**config.mk**
```make
export PLATFORM = sky130hd
export DESIGN_NAME = bitmap_chunk_allocator_core
export DESIGN_NICKNAME = d
export VERILOG_FILES = /design/src/sv/bca_pkg.sv /design/src/sv/bca_ram.sv /design/src/sv/bca_div.sv /design/src/sv/bitmap_chunk_allocator_core.sv
export SDC_FILE = /design/constraint.sdc
export NUM_CORES = 2
export LEC_CHECK = 0
export ABC_AREA = 1
export BUFFER_PORTS_ARGS = -buffer_cell sky130_fd_sc_hd__buf_2
export CAP_MARGIN = 20
export CORE_MARGIN = 8
export CORE_UTILIZATION = 58
export DETAILED_ROUTE_END_ITERATION = 10
export PLACE_DENSITY = 0.77
export SYNTH_ARGS = -nofsm -noshare
export SYNTH_HDL_FRONTEND = slang
export SYNTH_HIERARCHICAL = 1
export SYNTH_SLANG_ARGS = --single-unit
```
**constraint.sdc**
```tcl
create_clock -name clk -period 6.9 [get_ports clk]
set_input_delay 2.07 -clock clk [delete_from_list [all_inputs] [get_ports clk]]
set_output_delay 2.07 -clock clk [all_outputs]
set_load 0.02 [all_outputs]
```
**src/sv/bca_pkg.sv**
```systemverilog
// bca_pkg: shared constants for the bitmap chunk allocator
// status codes, register indexes, field widths and parameter defaults
// no dependencies
`timescale 1ns / 1ps
`default_nettype none
package bca_pkg;
    localparam int WORD_BITS_DEF  = 64;
    localparam int MAX_CHUNKS_DEF = 1024;

    localparam int SIZE_W   = 16;
    localparam int ADDR_W   = 32;
    localparam int COUNT_W  = 11;
    localparam int INDEX_W  = 10;
    localparam int STATUS_W = 3;
    localparam int STRIDE_W = 17;
    localparam int LIMIT_W  = COUNT_W + STRIDE_W;

    localparam int IN_DATA_W  = 48;
    localparam int OUT_DATA_W = 48;
    localparam int CFG_IDX_W  = 2;

    localparam logic [STATUS_W-1:0] STATUS_OK         = 3'd0;
    localparam logic [STATUS_W-1:0] STATUS_FULL       = 3'd1;
    localparam logic [STATUS_W-1:0] STATUS_TOO_LARGE  = 3'd2;
    localparam logic [STATUS_W-1:0] STATUS_OUTSIDE    = 3'd3;
    localparam logic [STATUS_W-1:0] STATUS_MISALIGNED = 3'd4;

    localparam logic [CFG_IDX_W-1:0] REG_CHUNK_BYTES = 2'd0;
    localparam logic [CFG_IDX_W-1:0] REG_ALIGN_BYTES = 2'd1;
    localparam logic [CFG_IDX_W-1:0] REG_CHUNKS      = 2'd2;
    localparam logic [CFG_IDX_W-1:0] REG_POOL_BASE   = 2'd3;

    localparam logic [SIZE_W-1:0]  CHUNK_BYTES_RST = 16'd64;
    localparam logic [SIZE_W-1:0]  ALIGN_BYTES_RST = 16'd8;
    localparam logic [COUNT_W-1:0] CHUNKS_RST      = 11'd1024;
    localparam logic [ADDR_W-1:0]  POOL_BASE_RST   = 32'd0;

    localparam int DIV_N = 32;
    localparam int DIV_D = STRIDE_W;

    typedef struct packed {
        logic                 start;
        logic [DIV_N-1:0]     dividend;
        logic [DIV_D-1:0]     divisor;
    } div_req_t;

    typedef struct packed {
        logic                 done;
        logic [DIV_N-1:0]     quotient;
        logic [DIV_D-1:0]     remainder;
    } div_rsp_t;
endpackage
`default_nettype wire

```
**src/sv/bca_ram.sv**
```systemverilog
// bca_ram: generic single-port-write, registered-read ram
// no dependencies
`timescale 1ns / 1ps
`default_nettype none
module bca_ram #(
    parameter int WIDTH = 64,
    parameter int DEPTH = 16
) (
    input  wire logic                                   clk,
    input  wire logic                                   we,
    input  wire logic [(DEPTH > 1 ? $clog2(DEPTH) : 1)-1:0] waddr,
    input  wire logic [WIDTH-1:0]                       wdata,
    input  wire logic [(DEPTH > 1 ? $clog2(DEPTH) : 1)-1:0] raddr,
    output logic      [WIDTH-1:0]                       rdata
);
    logic [WIDTH-1:0] mem [DEPTH];

    always_ff @(posedge clk)
    begin
        if (we)
        begin
            mem[waddr] <= wdata;
        end
        rdata <= mem[raddr];
    end
endmodule
`default_nettype wire

```
**src/sv/bca_div.sv**
```systemverilog
// bca_div: restoring divider, one quotient bit per cycle
// depends on bca_pkg
`timescale 1ns / 1ps
`default_nettype none
module bca_div (
    input  wire logic           clk,
    input  wire logic           rst_n,
    input  wire bca_pkg::div_req_t req,
    output bca_pkg::div_rsp_t   rsp
);
    import bca_pkg::*;

    localparam int CNT_W = $clog2(DIV_N + 1);

    logic [DIV_N-1:0] quo_reg, quo_next;
    logic [DIV_D-1:0] rem_reg, rem_next;
    logic [DIV_D-1:0] dvs_reg, dvs_next;
    logic [CNT_W-1:0] cnt_reg, cnt_next;
    logic             done_reg, done_next;
    logic [DIV_D:0]   trial;
    logic             ge;

    always_comb
    begin
        trial     = {rem_reg, quo_reg[DIV_N-1]};
        ge        = trial >= {1'b0, dvs_reg};
        quo_next  = quo_reg;
        rem_next  = rem_reg;
        dvs_next  = dvs_reg;
        cnt_next  = cnt_reg;
        done_next = 1'b0;
        if (req.start)
        begin
            quo_next = req.dividend;
            rem_next = '0;
            dvs_next = req.divisor;
            cnt_next = CNT_W'(DIV_N);
        end
        else if (cnt_reg != '0)
        begin
            quo_next = {quo_reg[DIV_N-2:0], ge};
            rem_next = ge ? DIV_D'(trial - {1'b0, dvs_reg}) : DIV_D'(trial);
            cnt_next = cnt_reg - 1'b1;
            done_next = (cnt_reg == CNT_W'(1));
        end
    end

    always_ff @(posedge clk or negedge rst_n)
    begin
        if (!rst_n)
        begin
            cnt_reg  <= '0;
            done_reg <= 1'b0;
        end
        else
        begin
            cnt_reg  <= cnt_next;
            done_reg <= done_next;
        end
    end

    always_ff @(posedge clk)
    begin
        quo_reg <= quo_next;
        rem_reg <= rem_next;
        dvs_reg <= dvs_next;
    end

    assign rsp.done      = done_reg;
    assign rsp.quotient  = quo_reg;
    assign rsp.remainder = rem_reg;
endmodule
`default_nettype wire

```
**src/sv/bitmap_chunk_allocator_core.sv**
```systemverilog
// bitmap_chunk_allocator_core: fixed-size chunk pool with an occupancy bitmap in ram
// depends on bca_pkg, bca_ram, bca_div
//
// usage: requests arrive as beats on the s_ channel (tuser = op, 0 allocate, 1 free),
// one result beat per request leaves on the m_ channel. configuration is written
// through cfg_we / cfg_index / cfg_data; the user must write it only while no request
// is in flight, as the block itself does not enforce it. one request is worked on at
// a time. every request first computes the stride with the serial 32-step divider.
// an allocate then scans bitmap words from the search pointer, reading (S_ARD) and
// evaluating (S_AEV) each, up to all NUM_WORDS words, then forms the address in
// S_AMUL and S_AADD. a free runs the divider once more (offset / stride), splits
// the index into word and bit, and does a read-modify-write of one word. the next
// request is accepted in the cycle after the result is formed. the result sits in
// an output register; a new request is taken while it waits, and the block holds
// its last step until the receiver takes the previous beat. reset clears all
// control state and marks every bitmap word as never written, so every chunk reads
// as free; the search pointer starts at word 0.
`timescale 1ns / 1ps
`default_nettype none
module bitmap_chunk_allocator_core #(
    parameter int WORD_BITS  = bca_pkg::WORD_BITS_DEF,
    parameter int MAX_CHUNKS = bca_pkg::MAX_CHUNKS_DEF
) (
    input  wire logic                            clk,
    input  wire logic                            rst_n,
    input  wire logic                            s_tvalid,
    output logic                                 s_tready,
    // [15:0] request_size, [47:16] free_address
    input  wire logic [bca_pkg::IN_DATA_W-1:0]   s_tdata,
    // [0] op
    input  wire logic                            s_tuser,
    output logic                                 m_tvalid,
    input  wire logic                            m_tready,
    // [2:0] status, [34:3] chunk_address, [44:35] chunk_index, rest zero
    output logic [bca_pkg::OUT_DATA_W-1:0]       m_tdata,
    input  wire logic                            cfg_we,
    input  wire logic [bca_pkg::CFG_IDX_W-1:0]   cfg_index,
    input  wire logic [bca_pkg::ADDR_W-1:0]      cfg_data
);
    import bca_pkg::*;

    localparam int NUM_WORDS = (MAX_CHUNKS + WORD_BITS - 1) / WORD_BITS;
    localparam int WW = NUM_WORDS > 1 ? $clog2(NUM_WORDS) : 1;
    localparam int KW = $clog2(NUM_WORDS + 1);
    localparam int BW = $clog2(WORD_BITS);
    localparam int IW = $clog2(MAX_CHUNKS);
    localparam int PW = IW + STRIDE_W;

    localparam logic [3:0] S_IDLE  = 4'd0;
    localparam logic [3:0] S_SDIV  = 4'd1;
    localparam logic [3:0] S_SMUL  = 4'd2;
    localparam logic [3:0] S_LIM   = 4'd3;
    localparam logic [3:0] S_ARD   = 4'd4;
    localparam logic [3:0] S_AEV   = 4'd5;
    localparam logic [3:0] S_AMUL  = 4'd6;
    localparam logic [3:0] S_AADD  = 4'd7;
    localparam logic [3:0] S_FCHK  = 4'd8;
    localparam logic [3:0] S_FDIV  = 4'd9;
    localparam logic [3:0] S_FRD   = 4'd11;
    localparam logic [3:0] S_FWR   = 4'd12;
    localparam logic [3:0] S_DONE  = 4'd13;

    // configuration
    logic [SIZE_W-1:0]  chunk_bytes_reg, align_bytes_reg;
    logic [COUNT_W-1:0] chunks_reg;
    logic [ADDR_W-1:0]  pool_base_reg;

    // control
    logic [3:0]           state_reg, state_next;
    logic [WW-1:0]        search_reg, search_next;
    logic [NUM_WORDS-1:0] entry_ok_reg, entry_ok_next;
    logic                 m_valid_reg, m_valid_next;
    logic [KW-1:0]        k_reg, k_next;

    // per-request payload
    logic                 op_reg, op_next;
    logic [SIZE_W-1:0]    req_reg, req_next;
    logic [ADDR_W-1:0]    addr_reg, addr_next;
    logic [STRIDE_W-1:0]  st_reg, st_next;
    logic [LIMIT_W-1:0]   lim_reg, lim_next;
    logic [ADDR_W-1:0]    off_reg, off_next;
    logic [WW-1:0]        word_reg, word_next;
    logic [BW-1:0]        bit_reg, bit_next;
    logic [IW-1:0]        idx_reg, idx_next;
    logic [PW-1:0]        prod_reg, prod_next;
    logic [STATUS_W-1:0]  status_reg, status_next;
    logic [ADDR_W-1:0]    caddr_reg, caddr_next;
    logic [OUT_DATA_W-1:0] m_data_reg, m_data_next;

    div_req_t             div_req_reg, div_req_next;
    div_rsp_t             div_rsp;

    logic                 ram_we;
    logic [WORD_BITS-1:0] ram_wdata, ram_rdata, word_q;

    logic [SIZE_W-1:0]    c_eff, a_eff;
    logic [COUNT_W-1:0]   cnt_eff;
    logic [31:0]          wbase, shamt;
    logic [WORD_BITS-1:0] vmask, free_bits;
    logic [BW-1:0]        low_bit;

    bca_ram #(
        .WIDTH (WORD_BITS),
        .DEPTH (NUM_WORDS)
    ) u_ram (
        .clk   (clk),
        .we    (ram_we),
        .waddr (word_reg),
        .wdata (ram_wdata),
        .raddr (word_reg),
        .rdata (ram_rdata)
    );

    bca_div u_div (
        .clk   (clk),
        .rst_n (rst_n),
        .req   (div_req_reg),
        .rsp   (div_rsp)
    );

    always_comb
    begin
        c_eff   = (chunk_bytes_reg == '0) ? SIZE_W'(1) : chunk_bytes_reg;
        a_eff   = (align_bytes_reg == '0) ? SIZE_W'(1) : align_bytes_reg;
        cnt_eff = (32'(chunks_reg) > 32'(MAX_CHUNKS)) ? COUNT_W'(MAX_CHUNKS) : chunks_reg;

        // chunks at or above the count read as used
        wbase = 32'(word_reg) * 32'(WORD_BITS);
        shamt = 32'(cnt_eff) - wbase;
        if (32'(cnt_eff) >= wbase + 32'(WORD_BITS))
            vmask = '1;
        else if (32'(cnt_eff) <= wbase)
            vmask = '0;
        else
            vmask = ~({WORD_BITS{1'b1}} << shamt);

        word_q    = entry_ok_reg[word_reg] ? ram_rdata : '0;
        free_bits = vmask & ~word_q;
        low_bit   = '0;
        for (int i = WORD_BITS - 1; i >= 0; i--)
        begin
            if (free_bits[i])
                low_bit = BW'(i);
        end
    end

    always_comb
    begin
        state_next    = state_reg;
        search_next   = search_reg;
        entry_ok_next = entry_ok_reg;
        m_valid_next  = m_valid_reg;
        k_next        = k_reg;
        op_next       = op_reg;
        req_next      = req_reg;
        addr_next     = addr_reg;
        st_next       = st_reg;
        lim_next      = lim_reg;
        off_next      = off_reg;
        word_next     = word_reg;
        bit_next      = bit_reg;
        idx_next      = idx_reg;
        prod_next     = prod_reg;
        status_next   = status_reg;
        caddr_next    = caddr_reg;
        m_data_next   = m_data_reg;
        div_req_next  = div_req_reg;
        div_req_next.start = 1'b0;
        ram_we        = 1'b0;
        ram_wdata     = word_q | (WORD_BITS'(1) << low_bit);
        s_tready      = (state_reg == S_IDLE);

        if (m_valid_reg && m_tready)
            m_valid_next = 1'b0;

        unique case (state_reg)
            S_IDLE:
            begin
                if (s_tvalid)
                begin
                    op_next     = s_tuser;
                    req_next    = s_tdata[15:0];
                    addr_next   = s_tdata[47:16];
                    status_next = STATUS_OK;
                    caddr_next  = '0;
                    idx_next    = '0;
                    div_req_next.start    = 1'b1;
                    div_req_next.dividend = DIV_N'(17'(c_eff) + 17'(a_eff) - 17'd1);
                    div_req_next.divisor  = DIV_D'(a_eff);
                    state_next  = S_SDIV;
                end
            end
            S_SDIV:
            begin
                if (div_rsp.done)
                    state_next = S_SMUL;
            end
            S_SMUL:
            begin
                st_next    = STRIDE_W'(div_rsp.quotient[STRIDE_W-1:0] * STRIDE_W'(a_eff));
                state_next = S_LIM;
            end
            S_LIM:
            begin
                lim_next = LIMIT_W'(cnt_eff) * LIMIT_W'(st_reg);
                off_next = addr_reg - pool_base_reg;
                if (op_reg)
                    state_next = S_FCHK;
                else if (32'(req_reg) > 32'(c_eff))
                begin
                    status_next = STATUS_TOO_LARGE;
                    state_next  = S_DONE;
                end
                else
                begin
                    word_next  = search_reg;
                    k_next     = '0;
                    state_next = S_ARD;
                end
            end
            S_ARD:
            begin
                state_next = S_AEV;
            end
            S_AEV:
            begin
                if (free_bits != '0)
                begin
                    ram_we        = 1'b1;
                    entry_ok_next[word_reg] = 1'b1;
                    search_next   = word_reg;
                    idx_next      = IW'(wbase + 32'(low_bit));
                    state_next    = S_AMUL;
                end
                else if (k_reg == KW'(NUM_WORDS - 1))
                begin
                    status_next = STATUS_FULL;
                    search_next = '0;
                    state_next  = S_DONE;
                end
                else
                begin
                    k_next     = k_reg + 1'b1;
                    word_next  = (word_reg == WW'(NUM_WORDS - 1)) ? '0 : word_reg + 1'b1;
                    state_next = S_ARD;
                end
            end
            S_AMUL:
            begin
                prod_next  = PW'(idx_reg) * PW'(st_reg);
                state_next = S_AADD;
            end
            S_AADD:
            begin
                caddr_next = pool_base_reg + 32'(prod_reg);
                state_next = S_DONE;
            end
            S_FCHK:
            begin
                if (addr_reg < pool_base_reg || off_reg >= 32'(lim_reg))
                begin
                    status_next = STATUS_OUTSIDE;
                    state_next  = S_DONE;
                end
                else
                begin
                    div_req_next.start    = 1'b1;
                    div_req_next.dividend = off_reg;
                    div_req_next.divisor  = st_reg;
                    state_next = S_FDIV;
                end
            end
            S_FDIV:
            begin
                if (div_rsp.done)
                begin
                    if (div_rsp.remainder != '0)
                    begin
                        status_next = STATUS_MISALIGNED;
                        state_next  = S_DONE;
                    end
                    else
                    begin
                        // word and bit are the upper and lower parts of the index
                        idx_next   = IW'(div_rsp.quotient);
                        word_next  = WW'(div_rsp.quotient >> BW);
                        bit_next   = div_rsp.quotient[BW-1:0];
                        state_next = S_FRD;
                    end
                end
            end
            S_FRD:
            begin
                state_next = S_FWR;
            end
            S_FWR:
            begin
                ram_we    = 1'b1;
                ram_wdata = word_q & ~(WORD_BITS'(1) << bit_reg);
                entry_ok_next[word_reg] = 1'b1;
                state_next = S_DONE;
            end
            S_DONE:
            begin
                if (!m_valid_reg || m_tready)
                begin
                    m_valid_next = 1'b1;
                    m_data_next  = OUT_DATA_W'({INDEX_W'(idx_reg), caddr_reg, status_reg});
                    state_next   = S_IDLE;
                end
            end
            default:
            begin
                state_next = S_IDLE;
            end
        endcase
    end

    always_ff @(posedge clk or negedge rst_n)
    begin
        if (!rst_n)
        begin
            state_reg        <= S_IDLE;
            search_reg       <= '0;
            entry_ok_reg     <= '0;
            m_valid_reg      <= 1'b0;
            k_reg            <= '0;
            div_req_reg      <= '0;
            chunk_bytes_reg  <= CHUNK_BYTES_RST;
            align_bytes_reg  <= ALIGN_BYTES_RST;
            chunks_reg       <= CHUNKS_RST;
            pool_base_reg    <= POOL_BASE_RST;
        end
        else
        begin
            state_reg        <= state_next;
            search_reg       <= search_next;
            entry_ok_reg     <= entry_ok_next;
            m_valid_reg      <= m_valid_next;
            k_reg            <= k_next;
            div_req_reg      <= div_req_next;
            if (cfg_we)
            begin
                unique case (cfg_index)
                    REG_CHUNK_BYTES: chunk_bytes_reg <= cfg_data[SIZE_W-1:0];
                    REG_ALIGN_BYTES: align_bytes_reg <= cfg_data[SIZE_W-1:0];
                    REG_CHUNKS:      chunks_reg      <= cfg_data[COUNT_W-1:0];
                    REG_POOL_BASE:   pool_base_reg   <= cfg_data;
                    default:         ;
                endcase
            end
        end
    end

    always_ff @(posedge clk)
    begin
        op_reg      <= op_next;
        req_reg     <= req_next;
        addr_reg    <= addr_next;
        st_reg      <= st_next;
        lim_reg     <= lim_next;
        off_reg     <= off_next;
        word_reg    <= word_next;
        bit_reg     <= bit_next;
        idx_reg     <= idx_next;
        prod_reg    <= prod_next;
        status_reg  <= status_next;
        caddr_reg   <= caddr_next;
        m_data_reg  <= m_data_next;
    end

    assign m_tvalid = m_valid_reg;
    assign m_tdata  = m_data_reg;
endmodule
`default_nettype wire
```
; ---- Word-level counts from Yosys, hierarchy flattened
; Memories as Yosys holds them, arrays and structs flattened. A register that Yosys moved wholly into a read port is not among the register bits.
; Cells that the tools add are included.
[totals]
mem_bits_rw = 1024
output_inout_bits = 50
word_cells = 272
memories = 1
register_bits = 481
in_bits = 88
[memory_table]
columns = memory, depth, word_bits, read_ports, rd_clocked_by_memory_dff, write_ports, line
row1 = u_ram.mem, 16, 64, 1, 1, 1, bca_ram.sv:16  ; logic [WIDTH-1:0] mem [DEPTH];
[classes]
n_addsub = 11
n_reduce_logical = 38
mux = 136
shifts = 3
order_cmp = 9
bitwise_logic = 8
n_mul = 3
eq_ne = 33
[op_table]
columns = cell, n
row1 = $mux W6, 66
row2 = $mux W64, 4
row3 = $not A64 Y64, 3
row4 = $and A64 B64 Y64, 2
row5 = $shl A1 B6 Y64 const A, 2
row6 = $mux W50, 2
row7 = $pmux W50 S2, 1
row8 = $mux W32, 3
row9 = $mux W4, 17
row10 = $or A64 B64 Y64, 1
row11 = $pmux W32 S2, 1
row12 = $reduce_bool A64 Y1, 1
row13 = $shl A64 B32 Y64 const A, 1
row14 = $mux W16, 3
row15 = $pmux W4 S12, 1
row16 = $mux W10, 4
row17 = $add A32 B27 Y32, 1
row18 = $ge A32 B28 Y1, 1
row19 = $logic_not A16 Y1, 2
row20 = $lt A32 B32 Y1, 1
row21 = $pmux W16 S2, 1
row22 = $sub A32 B32 Y32, 1
row23 = $mux W3, 10
row24 = $pmux W10 S3, 1
row25 = 58 further kinds, 111

; ---- Logic depth before layout (Yosys ltp)
[logic_depth]
depth_word = 75
mapped_depth = 87
mapped_depth_nobuf = 86

; ---- Cells and area by module
; The synthesis kept the hierarchy.
[modules_own_cells]
columns = mod, area_per_inst_um2, n_inst, cells_per_inst, seq_area_each_um2
row1 = bca_ram, 45285.9, 1, 4210, 32030.7
row2 = bitmap_chunk_allocator_core, 37940.1, 1, 4512, 11479.8
row3 = bca_div, 4201.5, 1, 539, 1986.9

; ---- Worst setup path after synthesis
; OpenSTA, ideal clock, no wires.
[synth_path]
path_type = register to register
startpoint = register chunks_reg[0]
endpoint = register lim_reg[27] (data pin)
required_time_ps = 6640
setup_ps = 260
path_buffers = 3
path_stages_with_launch = 40
period_less_slack_ps = 7122
slack_ps = -222
arrival_ps = 6862
cell_sequence = dfrtp_1 -> buf_6 -> nor2_2 -> nand2_2 -> o21bai_4 -> nand2_1 -> inv_2 -> clkbuf_1 -> buf_1 -> nand2_1 -> fa_1 -> inv_1 -> fa_1 -> inv_1 -> fa_1 -> inv_1 -> fa_1 -> inv_1 -> [4 not listed] -> o21ai_0 -> a21oi_1 -> inv_1 -> a21oi_1 -> o21ai_0 -> a21o_1 -> a21oi_1 -> o21bai_1 -> a21oi_1 -> o21ai_0 -> a21oi_1 -> o21ai_0 -> nand3_1 -> nand2_1 -> a21oi_1 -> nor2_1 -> nor2_1 -> xor2_1
[synth_between]
elab_chain_cells = 3
[synth_lines]
columns = element, line
row1 = "start, declared", bitmap_chunk_allocator_core.sv:65  ; logic [COUNT_W-1:0] chunks_reg;
row2 = "start signal, assigned", bitmap_chunk_allocator_core.sv:347  ; REG_CHUNKS: chunks_reg <= cfg_data[COUNT_W-1:0];
row3 = $gt A11 B11 Y1, bitmap_chunk_allocator_core.sv:125  ; cnt_eff = (32'(chunks_reg) > 32'(MAX_CHUNKS)) ? COUNT_W'(MAX_CHUNKS) : chunks_reg;
row4 = $mux W11 *, bitmap_chunk_allocator_core.sv:125
row5 = $mul A11 B17 Y28 *, bitmap_chunk_allocator_core.sv:205  ; lim_next = LIMIT_W'(cnt_eff) * LIMIT_W'(st_reg);
row6 = "end signal, assigned", bitmap_chunk_allocator_core.sv:361  ; lim_reg <= lim_next;
row7 = "end, declared", bitmap_chunk_allocator_core.sv:80  ; logic [LIMIT_W-1:0] lim_reg, lim_next;
; Every way passes the cells marked *; elsewhere a longest branch is shown, timed or not.
; A chain may end at the register's enable or synchronous reset.

; ---- Final worst setup path
[layout_path]
startpoint = register chunks_reg[4]
endpoint = memory u_ram.mem[5][56] (data pin)
[layout_between]
elab_chain_cells = 75
word_cells_on_any_way = 77
cone_classes = 1 x add/sub / 3 x order compare / 2 x shift / 68 x mux / 3 x bitwise
[layout_lines]
columns = element, line
row1 = $gt A11 B11 Y1, bitmap_chunk_allocator_core.sv:125
row2 = $mux W11 *, bitmap_chunk_allocator_core.sv:125
row3 = $sub A11 B10 Y12, bitmap_chunk_allocator_core.sv:129  ; shamt = 32'(cnt_eff) - wbase;
row4 = $shl A64 B32 Y64, bitmap_chunk_allocator_core.sv:135  ; vmask = ~({WORD_BITS{1'b1}} << shamt);
row5 = $not A64 Y64, bitmap_chunk_allocator_core.sv:135
row6 = $mux W64, bitmap_chunk_allocator_core.sv:132  ; else if (32'(cnt_eff) <= wbase)
row7 = $mux W64 *, bitmap_chunk_allocator_core.sv:130  ; if (32'(cnt_eff) >= wbase + 32'(WORD_BITS))
row8 = $and A64 B64 Y64 *, bitmap_chunk_allocator_core.sv:138  ; free_bits = vmask & ~word_q;
row9 = $mux W6 (63 in a row), bitmap_chunk_allocator_core.sv:142  ; if (free_bits[i])
row10 = $mux W6 *, bitmap_chunk_allocator_core.sv:142
row11 = $shl A1 B6 Y64 *, bitmap_chunk_allocator_core.sv:170  ; ram_wdata = word_q | (WORD_BITS'(1) << low_bit);
row12 = $or A64 B64 Y64 *, bitmap_chunk_allocator_core.sv:170
row13 = $mux W64 *, bitmap_chunk_allocator_core.sv:176  ; unique case (state_reg)
row14 = net ram_wdata[56], bitmap_chunk_allocator_core.sv:94  ; logic [WORD_BITS-1:0] ram_wdata, ram_rdata, word_q;
row15 = "end, declared", bca_ram.sv:16
; Mark *: on every way through the listed nets, which the timed path passes. The rest lies on a longest branch.

==> metrics.md <==
| Metric | Value |
|---|---|
| Status | `finished with violations` |
| Violated checks | `setup timing` |
| Synth Instances | `a little over 9000` |
| Warnings from Yosys | `6` |
| Port-buffer cells | `around 130` |
| Gpl congestion | `1.023` |
| WL per Instance | `21.72 µm` |
| Synth cell types | `63` |
| Detailed placement HPWL | `roughly 160000 µm` |
| Mean Syn Cell Area | `about 9.4 µm²` |
| Wirelength, routed | `about 250000 µm` |
| Core area | `around 150000 µm²` |
| Die height | `slightly above 400 µm` |
| Final #Nets | `roughly 10000` |
| Congestion Overflow GR | `0` |
| Highest cell delay on the worst timing path | `roughly 0.46 ns` |
| Max Clock Freq | `141.9 MHz` |
| Clock Tree Buf Depth | `3` |
| Largest area contributor in the netlist | `edfxtp_1` |
| CTS Buf Count | `160` |
| First-pass GRT wire length | `around 380000 µm` |
| Final max-slew violation count | `0` |
| Critical Path End Type | `register` |
| Final min period | `7.047 ns` |
| Final Hold Viols | `0` |
| CTS tree | `yes` |
| HP Class | `register to register` |
| H-tree depth | `4` |
| Critical Path AT | `7.67 ns` |
| I/O pin total | `138` |
| Final Cycle Share | `1.021` |
| Die footprint | `between 150000 and 200000 µm²` |
| Die W | `roughly 400 µm` |
| Final setup fails | `between 800 and 900` |
| Asr flop ratio synth | `0.1033` |
| Top-area cell type share of the netlist area | `0.4554` |
| Critical path type | `register to register` |
| Vias/cell | `around 5.7` |
| Detailed Routing Iterations Pass 1 | `9` |
| Rel. slew slack | `0.2053` |
| CTS clk-pin slew, worst paths | `0.07 ns` |
| Post-synth EDFFs | `~1300` |
| Total number of vias | `66200` |
| Worst Slack Setup Final | `-0.1469 ns` |
| Fin area | `98350 µm²` |
| Clock skew | `0.07577 ns` |
| Crit path max-delay family | `simple AND/OR/NAND/NOR gates` |
| CP max FO | `8` |
| Largest net degree at the start of global routing | `257` |
| Clk sink count | `1569` |
| Starting Density | `0.5837` |
| Cell Rows | `between 100 and 150` |
| Max-Cap Viols | `0` |
| Worst-Margin Slew | `1.192 ns` |
| CP Launch Type | `register` |
| Register area share after synthesis | `0.5204` |
| Highest-delay cell along the critical path | `fa_2` |
| Layout cells sized above 1 | `0.09469` |
| Cell area after synthesis | `slightly below 90000 µm²` |
| Main synth FF type | `edfxtp_1` |
| DRC Markers | `0` |
| Post-CTS Hold Buffers | `0` |
| RSZ-0062 raised after global routing | `yes` |
| Detail Route Antenna Nets | `0` |
| Initial antenna violation count | `9` |
| CTS root buffer | `clkbuf_16` |
| Synth area leaders | `edfxtp_1 (46%), nand2_1 (11%), fa_1 (8.0%)` |
| Synth Register Bits | `between 1500 and 2000` |
| Total GRT Usage | `0.3038` |
| Clock Latency Late Sink | `0.83 ns` |
| Worst EP required | `~7.5 ns` |
| CP Buf/Inv Count | `6` |
| Area grow syn2layout | `12.49%` |
| Largest register FFs | `around 1000` |
| Placed Area | `92010 µm²` |
| Initial drt markers | `a little under 8000` |
| Most used cell, CP | `nand2_1` |
| Number of global-route vias before repair | `between 60000 and 70000` |
-- cells in the mapped netlist, drive strengths merged, types with 8 or more instances --
| cell type | instances |
|---|---|
| o21a | 13 |
| o22ai | 11 |
| nor2 | 358 |
| dfrtp | 159 |
| nand3 | 937 |
| o211ai | 68 |
| nand3b | 12 |
| nor3 | 28 |
| xor2 | 79 |
| clkinv | 8 |
| xnor2 | 53 |
| clkbuf | 173 |
| a31oi | 19 |
| nand4 | 31 |
| o221ai | 20 |
| fa | 351 |
| o21bai | 23 |
| a21oi | 234 |
| a211oi | 11 |
| nand2 | 2625 |
| nor4 | 11 |
| dfxtp | 81 |
| buf | 220 |
| ha | 346 |
| a21o | 9 |
| edfxtp | 1326 |
| o21ai | 241 |
| inv | 1766 |
-- layout make-up --
| cell class | instances | area (µm²) |
|---|---|---|
| clock buffers | 203 | 4297 |
| inverters | 1774 | 6691 |
| clock inverters | 95 | 1255 |
| fillers | 11230 | 51430 |
| multi-input cells | 5527 | 33690 |
| diodes | 9 | 22.52 |
| repair buffers | 506 | 4364 |
| flip-flops and latches | 1569 | 45500 |
| well taps | 2016 | 2522 |
-- per-stage QoR --
| step | hold WS [ns] | std cells | setup TNS, ns | util | worst slack (ns) |
|---|---|---|---|---|---|
| floorplan | 0.4003 | 9263 | -196.78 | - | -0.2064 |
| detailed placement | 0.4054 | 11370 | -13.04 | 0.6143 | -0.2343 |
| finish | 0.4188 | 11700 | -36.76 | 0.6566 | -0.1469 |
| CTS | 0.4180 | 11680 | -0.02265 | 0.6528 | -0.01618 |
| global route | 0.4186 | 11690 | -850.79 | 0.6565 | -0.8784 |
| global placement | 0.4004 | 11370 | -195.62 | 0.6142 | -0.2977 |
-- placed cells by master (no fill, tap or decap), types with 32 or more instances in the layout --
| cell | instances |
|---|---|
| a21oi_1 | 228 |
| buf_12 | 53 |
| buf_2 | 133 |
| buf_4 | 281 |
| buf_6 | 32 |
| clkbuf_16 | 166 |
| dfrtp_1 | 158 |
| dfxtp_1 | 81 |
| edfxtp_1 | 1326 |
| fa_1 | 350 |
| ha_1 | 343 |
| inv_1 | 1750 |
| nand2_1 | 2590 |
| nand3_1 | 916 |
| nor2_1 | 308 |
| o211ai_1 | 68 |
| o21ai_0 | 197 |
| xnor2_1 | 53 |
| xor2_1 | 79 |
-- layer usage --
layer  vias up  wire (µm)  global-route usage
met4         2      18010              0.1854
li1      30090          -                   -
met5         -         17                   0
met3       944      27060             0.06044
met2      3857     117300              0.4897
met1     31310      91770              0.3799
-- cells by family (layout without fill, tap and decap cells) --
family                     after synthesis  in the layout  share of synthesized area
adders and majority gates              697            697                     0.1299
and+or+nand+nor                       4016           4016                     0.1908
AOI/OAI and AO/OA                      679            679                    0.04558
xor gates and xnor gates               132            132                    0.01322
buffers and inverters                 2167           2578                     0.1001
DFF                                   1569           1569                     0.5204
other                                    1             12                 0.00004289
-- repair_timing --
item / in CTS / in global routing
setup endpoints to repair: 597 / 1716
endpoints found under the hold margin: 0 / 0
setup buffers: 8 / 4
resized for setup: 42 / 83
pin swaps: 17 / 25
cloned: 1 / 8
-- worst paths after layout --
| path | startpoint | end | slack [ns] | depth (start not counted) |
|---|---|---|---|---|
| min | caddr_reg[2] | m_tdata[5] | 0.42 | 0 |
| max in group asynchronous | rst_n | search_reg[2] | 4.35 | 2 |
| max reg2reg | chunks_reg[4] | u_ram/mem[5][56] | -0.15 | 82 |
| min reg2reg | caddr_reg[2] | m_tdata[5] | 0.42 | 0 |
| max | chunks_reg[4] | u_ram/mem[5][56] | -0.15 | 82 |
| min in group asynchronous | rst_n | chunk_bytes_reg[12] | 1.32 | 1 |
Power is not shown: default switching activity piles up to over one toggle a cycle in this logic, so the estimate is an artifact.
